**src/hw/rtl/bpiir_pkg.sv**
```systemverilog
// ----------------------------------------------------------------------------
// bpiir_pkg
// shared constants, command and status types for the band-pass iir filter
// ----------------------------------------------------------------------------
package bpiir_pkg;

  localparam int NUM_CHANNELS = 2;
  localparam int SAMPLE_BITS  = 24;

  localparam int COEF_W     = 32;
  localparam int COEF_FRAC  = 24;
  localparam int DELAY_W    = 48;
  localparam int DELAY_FRAC = 16;
  localparam int NUM_TAPS   = 4;
  localparam int TAP_W      = $clog2(NUM_TAPS);
  localparam int ROW_W      = (NUM_CHANNELS > 1) ? $clog2(NUM_CHANNELS) : 1;
  localparam int GAIN_SHIFT = COEF_FRAC - DELAY_FRAC;

  // b0 * x rounded down by GAIN_SHIFT bits
  localparam int BX_W   = SAMPLE_BITS + 24;
  // a_k * y rounded down by COEF_FRAC bits
  localparam int FA_W   = COEF_W + DELAY_W - COEF_FRAC + 1;
  localparam int WIDE_W = ((BX_W + 1 > FA_W) ? BX_W + 1 : FA_W) + 2;
  localparam int MUL_W  = COEF_W + 1;
  localparam int PROD_W = 2 * MUL_W;
  localparam int ACC_W  = COEF_W + DELAY_FRAC + 2;

  localparam int CFG_IDX_W = 3;
  localparam logic [CFG_IDX_W-1:0] REG_B0 = 3'd0;
  localparam logic [CFG_IDX_W-1:0] REG_A1 = 3'd1;
  localparam logic [CFG_IDX_W-1:0] REG_A2 = 3'd2;
  localparam logic [CFG_IDX_W-1:0] REG_A3 = 3'd3;
  localparam logic [CFG_IDX_W-1:0] REG_A4 = 3'd4;

  localparam logic signed [COEF_W-1:0] B0_RESET = 32'sd378571;
  localparam logic signed [COEF_W-1:0] A1_RESET = -32'sd58217262;
  localparam logic signed [COEF_W-1:0] A2_RESET = 32'sd76789494;
  localparam logic signed [COEF_W-1:0] A3_RESET = -32'sd45779447;
  localparam logic signed [COEF_W-1:0] A4_RESET = 32'sd10446507;

  typedef enum logic [1:0] {
    MUL_NONE,
    MUL_GAIN,
    MUL_LOW,
    MUL_HIGH
  } mul_sel_t;

  typedef enum logic [3:0] {
    ST_IDLE,
    ST_MUL_GAIN,
    ST_ROUND_GAIN,
    ST_SUM_Y,
    ST_LOW,
    ST_HIGH,
    ST_SUM,
    ST_UPDATE,
    ST_SUM_LAST,
    ST_UPDATE_LAST,
    ST_DONE
  } state_t;

  typedef struct packed {
    logic             load;
    mul_sel_t         mul_sel;
    logic [TAP_W-1:0] coef_sel;
    logic             bx_load;
    logic             y_load;
    logic             acc_load;
    logic             fa_load;
    logic             upd_en;
    logic [TAP_W-1:0] upd_sel;
    logic             finish;
  } bpiir_cmd_t;

  typedef struct packed {
    logic out_full;
  } bpiir_status_t;

endpackage

```
**src/hw/rtl/bpiir_ctrl.sv**
```systemverilog
// ----------------------------------------------------------------------------
// bpiir_ctrl
// sequencer that steps the shared multiplier through one filter update
// ----------------------------------------------------------------------------
module bpiir_ctrl
  import bpiir_pkg::*;
(
  input  logic          clk,
  input  logic          rst,
  input  logic          in_valid,
  input  bpiir_status_t status,
  output logic          in_stall,
  output bpiir_cmd_t    cmd
);

  state_t           state;
  state_t           state_next;
  logic [TAP_W-1:0] tap;
  logic [TAP_W-1:0] tap_next;

  always_ff @(posedge clk) begin
    if (rst) begin
      state <= ST_IDLE;
      tap   <= '0;
    end else begin
      state <= state_next;
      tap   <= tap_next;
    end
  end

  always_comb begin
    state_next = state;
    tap_next   = tap;
    unique case (state)
      ST_IDLE:        if (in_valid) state_next = ST_MUL_GAIN;
      ST_MUL_GAIN:    state_next = ST_ROUND_GAIN;
      ST_ROUND_GAIN:  state_next = ST_SUM_Y;
      ST_SUM_Y: begin
        state_next = ST_LOW;
        tap_next   = '0;
      end
      ST_LOW:         state_next = ST_HIGH;
      ST_HIGH:        state_next = ST_SUM;
      ST_SUM:         state_next = ST_UPDATE;
      ST_UPDATE: begin
        tap_next   = tap + TAP_W'(1);
        state_next = (tap == TAP_W'(NUM_TAPS - 2)) ? ST_SUM_LAST : ST_SUM;
      end
      ST_SUM_LAST:    state_next = ST_UPDATE_LAST;
      ST_UPDATE_LAST: state_next = ST_DONE;
      ST_DONE:        if (!status.out_full) state_next = ST_IDLE;
      default:        state_next = ST_IDLE;
    endcase
  end

  always_comb begin
    cmd      = '0;
    in_stall = 1'b1;
    unique case (state)
      ST_IDLE: begin
        in_stall = rst;
        cmd.load = in_valid && !rst;
      end
      ST_MUL_GAIN:   cmd.mul_sel = MUL_GAIN;
      ST_ROUND_GAIN: cmd.bx_load = 1'b1;
      ST_SUM_Y:      cmd.y_load  = 1'b1;
      ST_LOW: begin
        cmd.mul_sel  = MUL_LOW;
        cmd.coef_sel = '0;
      end
      ST_HIGH: begin
        cmd.mul_sel  = MUL_HIGH;
        cmd.coef_sel = '0;
        cmd.acc_load = 1'b1;
      end
      // finish tap k while the low half of tap k+1 is multiplied
      ST_SUM: begin
        cmd.fa_load  = 1'b1;
        cmd.mul_sel  = MUL_LOW;
        cmd.coef_sel = tap + TAP_W'(1);
      end
      ST_UPDATE: begin
        cmd.upd_en   = 1'b1;
        cmd.upd_sel  = tap;
        cmd.acc_load = 1'b1;
        cmd.mul_sel  = MUL_HIGH;
        cmd.coef_sel = tap + TAP_W'(1);
      end
      ST_SUM_LAST:   cmd.fa_load = 1'b1;
      ST_UPDATE_LAST: begin
        cmd.upd_en  = 1'b1;
        cmd.upd_sel = tap;
      end
      ST_DONE:       cmd.finish = !status.out_full;
      default:       cmd = '0;
    endcase
  end

endmodule

```
**config.mk**
```make
export PLATFORM = sky130hd
export DESIGN_NAME = bpiir_ctrl
export DESIGN_NICKNAME = d
export VERILOG_FILES = /design/src/hw/rtl/bpiir_pkg.sv /design/src/hw/rtl/bpiir_ctrl.sv
export SDC_FILE = /design/constraint.sdc
export NUM_CORES = 1
export LEC_CHECK = 0
export CAP_MARGIN = 5
export CELL_PAD_IN_SITES_DETAIL_PLACEMENT = 0
export CELL_PAD_IN_SITES_GLOBAL_PLACEMENT = 2
export CORE_MARGIN = 4
export CORE_UTILIZATION = 26
export CTS_CLUSTER_DIAMETER = 120
export CTS_CLUSTER_SIZE = 16
export DETAILED_ROUTE_END_ITERATION = 10
export DONT_BUFFER_PORTS = 1
export GPL_TIMING_DRIVEN = 0
export PLACE_DENSITY_LB_ADDON = 0.1
export SLEW_MARGIN = 20
export SYNTH_ARGS = -nofsm -noshare
export SYNTH_HDL_FRONTEND = slang
export SYNTH_SLANG_ARGS = --single-unit
```
**constraint.sdc**
```tcl
create_clock -name clk -period 1 [get_ports clk]
set_input_delay 0.05 -clock clk [delete_from_list [all_inputs] [get_ports clk]]
set_output_delay 0.05 -clock clk [all_outputs]
set_load 0.005 [all_outputs]
```
# --- Word-level counts from Yosys, hierarchy flattened ---
# Cells that the tools add are included.
op_classes:
  n_addsub: 1
  eq_ne: 13
  muxes: 15
  n_reduce_logical: 11
op_table:
  columns: ["operator", "count"]
  rows:
  - ["$pmux 4 s11", 1]
  - ["$eq 4x3->1 const B", 4]
  - ["$eq 4x4->1 const B", 3]
  - ["$mux 4", 3]
  - ["$reduce_or 2->1", 5]
  - ["$eq 4x2->1 const B", 2]
  - ["$mux 1", 7]
  - ["$pmux 2 s3", 1]
  - ["$eq 4x1->1 const B", 1]
  - ["$logic_not 4->1", 1]
  - ["$ne 2x2->1 const B", 2]
  - ["$pmux 2 s2", 1]
  - ["$mux 3", 1]
  - ["$add 2x1->2 const B", 1]
  - ["$eq 2x2->1 const B", 1]
  - ["$logic_not 1->1", 2]
  - ["$mux 2", 1]
  - ["$reduce_and 2->1", 1]
  - ["$reduce_bool 2->1", 1]
  - ["$logic_and 1x1->1", 1]
totals:
  register_bits: 6
  in_bits: 4
  output_inout_bits: 14

# --- Depth between registers and ports, before layout ---
# Gate-level depths: netlist of run 1.
logic_depth:
  depth_word: 3
  ltp_mapped: 5

# --- Worst setup path before layout of run 1 ---
# OpenSTA, ideal clock, no wires.
synth_timing:
  kind: "reg2reg"
  from: "register tap[0]"
  to: "register state[1]"
  arrival_time_ps: 955
  t_required_ps: 897
  path_slack_ps: -59
  path_stages_with_launch: 6
  path_cell_list: "dfxtp_1 inv_1 ha_1 inv_1 a21oi_1 a2111oi_2"
synth_between:
  elab_chain_cells: 3
synth_lines:
  columns: ["item", "line", "text"]
  rows:
  - ["start, declared", "bpiir_ctrl.sv:18", "logic [TAP_W-1:0] tap;"]
  - ["start signal, assigned", "bpiir_ctrl.sv:27", "tap <= tap_next;"]
  - ["$eq 2x2->1", "bpiir_ctrl.sv:47", "state_next = (tap == TAP_W'(NUM_TAPS - 2)) ? ST_SUM_LAST : ST_SUM;"]
  - ["$mux 4", "bpiir_ctrl.sv:47", null]
  - ["$pmux 4 s11", "bpiir_ctrl.sv:34", "unique case (state)"]
  - ["end signal, assigned", "bpiir_ctrl.sv:26", "state <= state_next;"]
  - ["end, declared", "bpiir_ctrl.sv:16", "state_t state;"]
# Every way passes these cells.
# A chain may end at the register's enable or synchronous reset.

==> results of run 1 <==
[area by class of cell]
cell class	count	area [um^2]	area share [%]
repair buffers	10	81.3	11.5
inverters	3	11.3	1.60
well taps	16	20.0	2.84
plain buffers	3	41.3	5.85
multi-input cells	45	395	56.0
clock buffers	3	22.5	3.19
flip-flops and latches	6	134	19.0
[logic make-up (layout without fill, tap and decap cells)]
family                     Yosys count  after routing  synth area share, %
and+or+nand+nor                     31             31                 39.7
AOI/OAI and AO/OA                   13             13                 20.9
buffers and inverters                7             19                 8.69
DFF                                  6              6                 27.8
adders and majority gates            1              1                 2.90
[Yosys cell counts, drive strengths merged]
| cell | n |
|---|---|
| a2111oi | 2 |
| nor2 | 6 |
| dfxtp | 6 |
| inv | 3 |
| and2b | 1 |
| a21oi | 5 |
| nor3b | 2 |
| ha | 1 |
| and3 | 1 |
| a32o | 2 |
| nand2 | 4 |
| and3b | 1 |
| and2 | 4 |
| nand2b | 2 |
| buf | 4 |
| o21ai | 4 |
| nand3 | 1 |
| nand4 | 1 |
| nand3b | 1 |
| nor2b | 2 |
| nor3 | 5 |
[layer usage]
metal	global-route usage (%)	up-vias	routed length (um)
met5	0	-	0
met4	6.73	0	34
met3	3.37	5	74
met2	17.0	13	601
met1	15.8	219	656
li1	-	231	-
[repair_timing]
action | in CTS | in global routing
endpoints found under the setup margin | 19 | 19
resized for setup | 36 | 9
hold buffers | 1 | 0
pin swaps | 10 | 7
hold endpoints to repair | 5 | 0
buffers inserted | 6 | 4
[state kept, by name, indices dropped and copies added, names as in the netlist]
name and flops:
state 4, tap 2
[stage by stage]
step | cell area [um^2] | util (%) | hold slack [ns] | setup slack, ns | std cells
CTS | 654 | 42.5 | 0.0129 | -0.288 | 84
detailed placement | 462 | 30.0 | 0.116 | -0.122 | 74
global route | 706 | 45.8 | 0.0701 | -0.346 | 86
floorplan | 442 | - | 0.112 | -0.0390 | 58
finish | 706 | 45.8 | 0.0512 | -0.302 | 86
global placement | 462 | 30.0 | 0.117 | -0.125 | 74
[worst paths after layout]
| kind | startpoint | endpoint | slack (ns) | cells after the start |
|---|---|---|---|---|
| max | state[1] | cmd[2] | -0.30 | 4 |
| min | in_valid | state[0] | 0.05 | 2 |
| min reg2reg | tap[0] | tap[0] | 0.51 | 3 |
| max reg2reg | state[1] | state[1] | -0.21 | 5 |
[power breakdown]
| group | total, mW | internal, mW | switching [mW] |
|---|---|---|---|
| combinational | 0.190 | 0.0962 | 0.0935 |
| clock | 0.220 | 0.136 | 0.0848 |
| sequential | 0.260 | 0.247 | 0.0129 |
==> key figures, run 1 <==
Yosys
  • Syn_nets: 63
  • Post-Synthesis Cells: 58
  • Distinct cell type count after synthesis: 25
  • Synth warn: 0
  • Synth area leader: dfxtp_1
  • Synthesized flop and latch total: 6
  • Mapped cell area: 432 um^2
  • Average size of a mapped cell: 7.44 um^2
  • Area fraction of the dominant cell type after synthesis: 27.8%
  • Sequential area share after synthesis: 27.8%
  • Top cells by area, synth: dfxtp_1, a21oi_1, and2_1, nor3_1, o21ai_0

Die
  • Row cnt: 14
  • Initial Util: 28.0%
  • Core Box Area: 1540 um^2
  • Io pins: 18
  • Die W: 48.7 um
  • Die height: 48.7 um
  • Die area: 2380 um^2

GRT
  • First-pass GRT wire length: 2250 um
  • Largest net degree at the start of global routing: 11
  • Antenna violations before repair: 0
  • Total grt overflow: 0
  • GRT Resource Usage Total: 11.9%
  • Vias in the first global route: 465

Worst setup path
  • Critical path peak fanout: 4
  • Worst EP arrival: 1.25 ns
  • Worst Path Required: 0.95 ns
  • Max incr delay on CP: 0.33 ns
  • CP max-delay cell: dfxtp_2
  • Worst-path cell chain: buf_6 -> and3b_1 -> a32o_2 -> and2_4
  • Crit-path leading delay family: flip-flops
  • Crit path kind: flip-flop to primary output
  • Setup crit end kind: primary output
  • Crit path buf inv count: 1
  • Crit start category: flip-flop

STA
  • Final Skew: 0.00255 ns
  • Normalized max-slew margin: 81.0%
  • Final period utilization: 130%
  • Fmax: 768 MHz
  • Final WS setup: -0.302 ns
  • Final hold vios: 0
  • Actual slew at the worst max-slew pin: 0.283 ns
  • Final Slew Violations: 0
  • RSZ-0062 raised after global routing: yes
  • Final setup fails: 19
  • TNS Setup: -2.63 ns
  • Min cycle time layout: 1.30 ns

Place
  • Routability cong.: 0.692
  • PortBufs: 0
  • Dpl hpwl: 882 um

Drt
  • Pre-antenna DRT Iters: 4
  • Final wirelength: 1370 um
  • Antenna-violating nets left: 0
  • Via/cell ratio: 5.44
  • DRT iter0 DRCs: 3
  • Vias post-DR: 468
  • Drt drc: 0
  • DR WL/cell: 15.9 um

Power and ir drop
  • Leakage: 0.274 nW
  • Overall Power: 0.670 mW
  • Peak VDD IR: 0.637 mV
  • Pwr dens: 950 nW/um^2

Min path
  • Min-delay worst type: input pin to flip-flop

Outcome
  • Failing checks: negative setup slack
  • Status: complete, but fails checks

Clock tree
  • CTS tree: done
  • CTS buffer count: 3
  • Clk root buf: clkbuf_4
  • Clk sinks: 6
  • H-tree depth: 1
  • Clock Latency Late Sink: 0.24 ns
  • Worst-path clk slew: 0.04 ns
  • CTS Buffer Depth: 2

Layout
  • Share of layout cells above drive strength 1: 62.9%
  • Synth-to-Final Area Change: 63.5%
  • Commonest non-fill, non-tap cells in the layout: buf_4, and2_4
  • Final nets: 77
  • Number of diodes: 0
  • Commonest non-fill, non-tap cell in the layout: buf_4
  • Filler Cell Count: 159

Job
  • Max cap viols: 0
No activity file was read; power rests on OpenSTA's default activity.
==> run 2, diff against run 1 <==
PLACE_DENSITY = 0.68   (was not set)
PLACE_DENSITY_LB_ADDON = not set   (was 0.1)
==> key figures, run 2 (synthesis gave the netlist of run 1 again) <==
Outcome
  • Status: complete, but fails checks
  • Failing checks: negative setup slack

Worst setup path
  • Worst Path Required: 0.95 ns (about the same)
  • Critical path peak fanout: 4 (unchanged)
  • CP max-delay cell: dfxtp_2
  • Crit path kind: flip-flop to primary output
  • Worst EP arrival: 1.26 ns (about the same)
  • Worst-path cell chain: buf_6 -> and3b_2 -> a32o_2 -> and2_4
  • Setup crit end kind: primary output
  • Max incr delay on CP: 0.31 ns (-0.02 ns)
  • Crit start category: flip-flop

STA
  • Fmax: 766 MHz (-0.24%)
  • Final Slew Violations: 0 (unchanged)
  • Final hold vios: 0 (unchanged)
  • Final setup fails: 19 (unchanged)
  • Final period utilization: 131% (+0.31 points)
  • RSZ-0062 raised after global routing: yes
  • Min cycle time layout: 1.31 ns (+0.00307 ns)
  • Final WS setup: -0.305 ns (-0.00307 ns)
  • Normalized max-slew margin: 76.9% (-4.1 points)
  • Actual slew at the worst max-slew pin: 0.345 ns (+0.0618 ns)
  • Final Skew: 0.00352 ns (+0.000967 ns)
  • TNS Setup: -2.66 ns (-0.0320 ns)

Drt
  • Final wirelength: 1490 um (+8.7%)
  • DRT iter0 DRCs: 6 (+3)
  • Pre-antenna DRT Iters: 2 (-2)
  • Vias post-DR: 487 (+4.1%)
  • Drt drc: 0 (unchanged)
  • Via/cell ratio: 5.35 (-1.7%)
  • Antenna-violating nets left: 0 (unchanged)
  • DR WL/cell: 16.3 um (+2.7%)

Layout
  • Largest register by flop count: state
  • Top Registers: state (4), tap (2)
  • Finished Layout Cells: 91 (+5.8%)
  • Commonest non-fill, non-tap cell in the layout: buf_4
  • Final instance area: 822 um^2 (+16%)
  • Synth-to-Final Area Change: 90.4%
  • Number of diodes: 0 (unchanged)
  • Max FFs per register: 4 (unchanged)
  • Final nets: 82 (+6.5%)
  • Share of layout cells above drive strength 1: 72.0% (+9.1 points)
  • Commonest non-fill, non-tap cells in the layout: buf_4, buf_6

Place
  • Setup slack at placement: -0.133 ns (-0.0109 ns)
  • Routability cong.: 0.687 (-0.62%)
  • PortBufs: 0 (unchanged)
  • Placed cells: 74 (unchanged)
  • Dpl hpwl: 871 um (-1.3%)
  • Placed Area: 462 um^2 (unchanged)

GRT
  • Antenna violations before repair: 0 (unchanged)
  • GRT Resource Usage Total: 11.8% (-0.063 points)
  • First-pass GRT wire length: 2230 um (-0.93%)
  • Largest net degree at the start of global routing: 11 (unchanged)
  • Total grt overflow: 0 (unchanged)
  • Vias in the first global route: 485 (+4.3%)

Power and ir drop
  • Overall Power: 0.707 mW (+5.4%)
  • Peak VDD IR: 0.471 mV (-26%)
  • Leakage: 0.314 nW (+15%)
  • Pwr dens: 860 nW/um^2 (-9.5%)

Clock tree
  • H-tree depth: 1 (unchanged)
  • CTS Buffer Depth: 2 (unchanged)
  • CTS tree: done
  • Clk sinks: 6 (unchanged)
  • Worst-path clk slew: 0.05 ns (about the same)
  • Clock Latency Late Sink: 0.24 ns (about the same)
  • Clk root buf: clkbuf_4
  • CTS buffer count: 3 (unchanged)

Die
  • Die area: 2380 um^2 (unchanged)
  • Row cnt: 14 (unchanged)
  • Io pins: 18 (unchanged)
  • Core Box Area: 1540 um^2 (unchanged)
  • Die height: 48.7 um (unchanged)
  • Initial Util: 28.0% (unchanged)
  • Die W: 48.7 um (unchanged)

Min path
  • Min-delay worst type: input pin to flip-flop

Job
  • Max cap viols: 0 (unchanged)
==> run 2: changes by cell type in the layout (fill, tap and decap cells not counted), moves of 2 or more <==
cell,previous run,this run
buf_6,2,6
nand2_1,3,1
nand2_2,0,2
o21ai_1,3,1
o21ai_2,0,2
==> run 2: final cells by class <==
type                       instances  area, um^2
fill                             149         719
multi-input combinational         45         452
timing repair buffer              14         136
sequential                         6         131
buffer                             4        48.8
clock buffer                       3        22.5
tap                               16        20.0
inverter                           3        11.3
==> run 2: what timing repair did <==
item,4_1_cts,5_1_grt
hold buffers,1,0
buffers inserted,10,2
endpoints found under the hold margin,5,0
endpoints found under the setup margin,20,19
gates cloned,0,1
gates resized for setup,27,29
pin swaps,5,10
==> run 2: final timing paths <==
| check | to | cells past startpoint | from | slack [ns] |
|---|---|---|---|---|
| max | cmd[2] | 4 | state[1] | -0.31 |
| min | state[3] | 2 | rst | 0.06 |
| max reg2reg | state[1] | 6 | state[1] | -0.26 |
| min reg2reg | tap[1] | 2 | tap[1] | 0.55 |
==> run 2: per-layer routing <==
| metal | vias to the layer above | routed length (um) | track usage (%) |
|---|---|---|---|
| met1 | 238 | 644 | 14.1 |
| met2 | 9 | 771 | 19.1 |
| met3 | 0 | 71 | 5.52 |
| met4 | 0 | 0 | 2.69 |
| li1 | 240 | - | - |
| met5 | - | 0 | 0 |
==> run 2: where the power goes <==
| part | internal [mW] | switching [mW] | total (mW) |
|---|---|---|---|
| Clock | 0.136 | 0.0921 | 0.228 |
| Combinational | 0.113 | 0.105 | 0.219 |
| Sequential | 0.247 | 0.0122 | 0.260 |
==> run 2: stage by stage <==
stage	utilization [%]	hold WS, ns
3_5_place_dp	30.0	0.115
4_1_cts	42.7	0.0151
3_3_place_gp	30.0	0.117
2_1_floorplan	-	0.112
5_1_grt	53.3	0.0708
6_report	53.3	0.0618
==> run 2: critical path, delay by kind of cell, from the launching register on <==
kind / cells / cell delay [ns]
compound gates: 1 / 0.25
simple gates: 2 / 0.34
flops: 1 / 0.31
buf+inv: 1 / 0.11
==> run 3, diff against run 2 <==
ABC_AREA = 1   (was not set)
CORE_UTILIZATION = 24   (was 26)
==> key figures, run 3 <==
Outcome
  • Status: complete, but fails checks
  • Failing checks: negative setup slack

Place
  • Placed Area: 440 um^2 (-4.6%)
  • Setup slack at placement: -0.117 ns (+0.0155 ns)
  • Placed cells: 85 (+15%)
  • Dpl hpwl: 860 um (-1.3%)
  • Routability cong.: 0.697 (+1.4%)
  • PortBufs: 0 (unchanged)

STA
  • Final Skew: 0.00331 ns (-0.000213 ns)
  • Worst hold slack: 0.0996 ns (+0.0378 ns)
  • Final period utilization: 119% (-11 points)
  • Actual slew at the worst max-slew pin: 0.235 ns (-0.110 ns)
  • Final Slew Violations: 0 (unchanged)
  • Normalized max-slew margin: 84.3% (+7.4 points)
  • RSZ-0062 raised after global routing: yes
  • Final hold vios: 0 (unchanged)
  • Final setup fails: 15 (-4)
  • Min cycle time layout: 1.19 ns (-0.113 ns)
  • Fmax: 839 MHz (+9.4%)
  • Final WS setup: -0.193 ns (+0.113 ns)

Power and ir drop
  • Combinational power share: 31.5% (+0.5 points)
  • Cell internal pwr: 0.484 mW (-2.5%)
  • Overall Power: 0.750 mW (+6.1%)
  • Reg power frac: 36.8% (about the same)
  • Leakage: 0.292 nW (-6.8%)
  • Peak VDD IR: 0.589 mV (+25%)
  • Pwr dens: 1090 nW/um^2 (+27%)
  • Sw Share: 35.4% (+5.7 points)
  • Clock share of power: 31.6% (-0.7 points)
  • NetSw: 0.266 mW (+27%)

Worst setup path
  • Worst R2R Setup Slack: -0.12 ns (+0.14 ns)
  • Worst R2R End: state[1]
  • Crit start category: flip-flop
  • CP Capture Point: cmd[2]
  • Crit path launch: state[2]
  • Critical path peak fanout: 7 (+3)
  • Worst Path Required: 0.95 ns (about the same)
  • Worst EP arrival: 1.14 ns (-0.12 ns)
  • Crit path kind: flip-flop to primary output
  • Setup crit end kind: primary output
  • Register-to-Register Path Depth: 8 (+2)
  • RR Startpoint: state[0]

Drt
  • DRT iter0 DRCs: 6 (unchanged)
  • Via/cell ratio: 5.10 (-4.6%)
  • Vias post-DR: 490 (+0.62%)
  • Drt drc: 0 (unchanged)
  • Pre-antenna DRT Iters: 4 (+2)
  • Antenna-violating nets left: 0 (unchanged)
  • DR WL/cell: 12.8 um (-22%)
  • Final wirelength: 1230 um (-17%)

Yosys
  • Post-Synthesis Cells: 69 (+19%)
  • Synth area leader: dfxtp_1
  • Top cells by area, synth: dfxtp_1, nand3_1, nand2_1, nor2_1, inv_1
  • Main synth FF type: dfxtp_1
  • Most common cell in the netlist: nand2_1
  • Synth async-reset ratio: 0% (unchanged)
  • Mapped cell area: 418 um^2 (-3.2%)
  • Most common library cells after synthesis: nand2_1, nand3_1, nor2_1, inv_1, dfxtp_1
  • Sequential area share after synthesis: 28.7% (+0.92 points)
  • Area fraction of the dominant cell type after synthesis: 28.7% (+0.92 points)
  • Distinct cell type count after synthesis: 18 (-28%)
  • Synth warn: 0 (unchanged)
  • Number of synthesized flops with an enable pin: 0 (unchanged)
  • Syn_nets: 74 (+17%)
  • Average size of a mapped cell: 6.06 um^2 (-19%)
  • Synthesized flop and latch total: 6 (unchanged)

Min path
  • Min-delay worst type: input pin to flip-flop

GRT
  • Largest net degree at the start of global routing: 11 (unchanged)
  • Total grt overflow: 0 (unchanged)
  • First-pass GRT wire length: 1990 um (-11%)
  • Antenna violations before repair: 0 (unchanged)
  • Vias in the first global route: 445 (-8.2%)
  • GRT Resource Usage Total: 10.6% (-1.2 points)

Die
  • Io pins: 18 (unchanged)
  • Die height: 49.7 um (+2.0%)
  • Die W: 49.7 um (+2.0%)
  • Die area: 2470 um^2 (+4.1%)
  • Row cnt: 14 (unchanged)
  • Initial Util: 26.5% (-1.5 points)
  • Core Box Area: 1580 um^2 (+2.3%)

Layout
  • Final instance area: 689 um^2 (-16%)
  • Filler Cell Count: 161 (+8.1%)
  • Share of layout cells above drive strength 1: 60.0% (-12 points)
  • Synth-to-Final Area Change: 65.0%
  • Top Registers: state (4), tap (2)
  • Final nets: 87 (+6.1%)
  • Multi-input gate area: 370 um^2 (-18%)
  • Commonest non-fill, non-tap cells in the layout: nand2_1, nor2_4, nand3_1, buf_4
  • Commonest non-fill, non-tap cell in the layout: nand2_1
  • Finished Layout Cells: 96 (+5.5%)
  • Max FFs per register: 4 (unchanged)
  • Largest register by flop count: state
  • Seq. cell area: 138 um^2 (+4.8%)
  • Number of diodes: 0 (unchanged)

Clock tree
  • CTS tree: done
  • Clock Latency Late Sink: 0.25 ns (about the same)
  • Clk root buf: clkbuf_4
  • CTS Buffer Depth: 2 (unchanged)
  • Clk sinks: 6 (unchanged)
  • H-tree depth: 1 (unchanged)
  • Worst-path clk slew: 0.05 ns (about the same)
  • CTS buffer count: 3 (unchanged)

Job
  • Max cap viols: 0 (unchanged)
[run 3: cell count changes after synthesis, sizes merged, moves of 3 or more]
cell / delta
nor3: -4
nor2: +6
nand2: +9
and2: -4
inv: +10
buf: -3
nand3: +9
[run 3: kinds of logic after synthesis]
kind of cell | Yosys count | synth area share (%)
and+or+nand+nor | 36 | 38.6
adders and majority gates | 1 | 2.99
buffers and inverters | 14 | 12.9
DFF | 6 | 28.7
AOI/OAI and AO/OA | 12 | 16.8
[run 3: through the flow]
step,util [%],setup TNS (ns)
floorplan,-,-0.00813
global placement,27.9,-0.709
detailed placement,27.9,-0.526
CTS,38.7,-1.69
global route,43.7,-2.71
finish,43.7,-1.72
[run 3: metal layers]
metal	track usage (%)	part of all wire (%)	up-vias
met3	5.12	7.0	3
met4	2.76	1.1	0
met1	12.5	40	228
li1	-	-	245
met5	0	0	-
met2	17.0	52	14
[run 3: layout make-up]
| class | count | area share, % |
|---|---|---|
| flip-flops and latches | 6 | 20.0 |
| multi-input cells | 49 | 53.7 |
| plain buffers | 1 | 1.63 |
| repair buffers | 8 | 9.62 |
| well taps | 16 | 2.90 |
| clock buffers | 3 | 3.27 |
| inverters | 13 | 8.89 |
[run 3: what timing repair did]
item / 4_1_cts / 5_1_grt
pin swaps: 10 / 11
endpoints found under the setup margin: 18 / 19
gates cloned: 0 / 0
endpoints found under the hold margin: 5 / 0
setup buffers: 2 / 5
gates resized for setup: 35 / 14
hold buffers: 1 / 0
[run 3: critical path, stage by stage, from the launching register on]
cell	delay (ns)
dfxtp_4	0.39
inv_4	0.04
nor2_4	0.20
nand2_4	0.10
a21boi_2	0.16
[run 3: how the worst min path moves through the flow]
stage	slack [ns]	start	to	cells past startpoint
after global placement	0.12	rst	state[2]	1
after CTS	0.1	status	state[0]	3
final	0.1	status	state[0]	3
after floorplan	0.12	rst	state[2]	1
after detailed placement	0.12	rst	state[2]	1
after global routing	0.11	status	state[0]	3
[run 3: power groups by stage]
stage	Combinational [mW]	Sequential, mW	Clock (mW)
finish	0.236	0.276	0.237
global route	0.261	0.279	0.264
CTS	0.188	0.276	0.244
detailed placement	0.137	0.270	0
global placement	0.141	0.272	0
floorplan	0.112	0.268	0
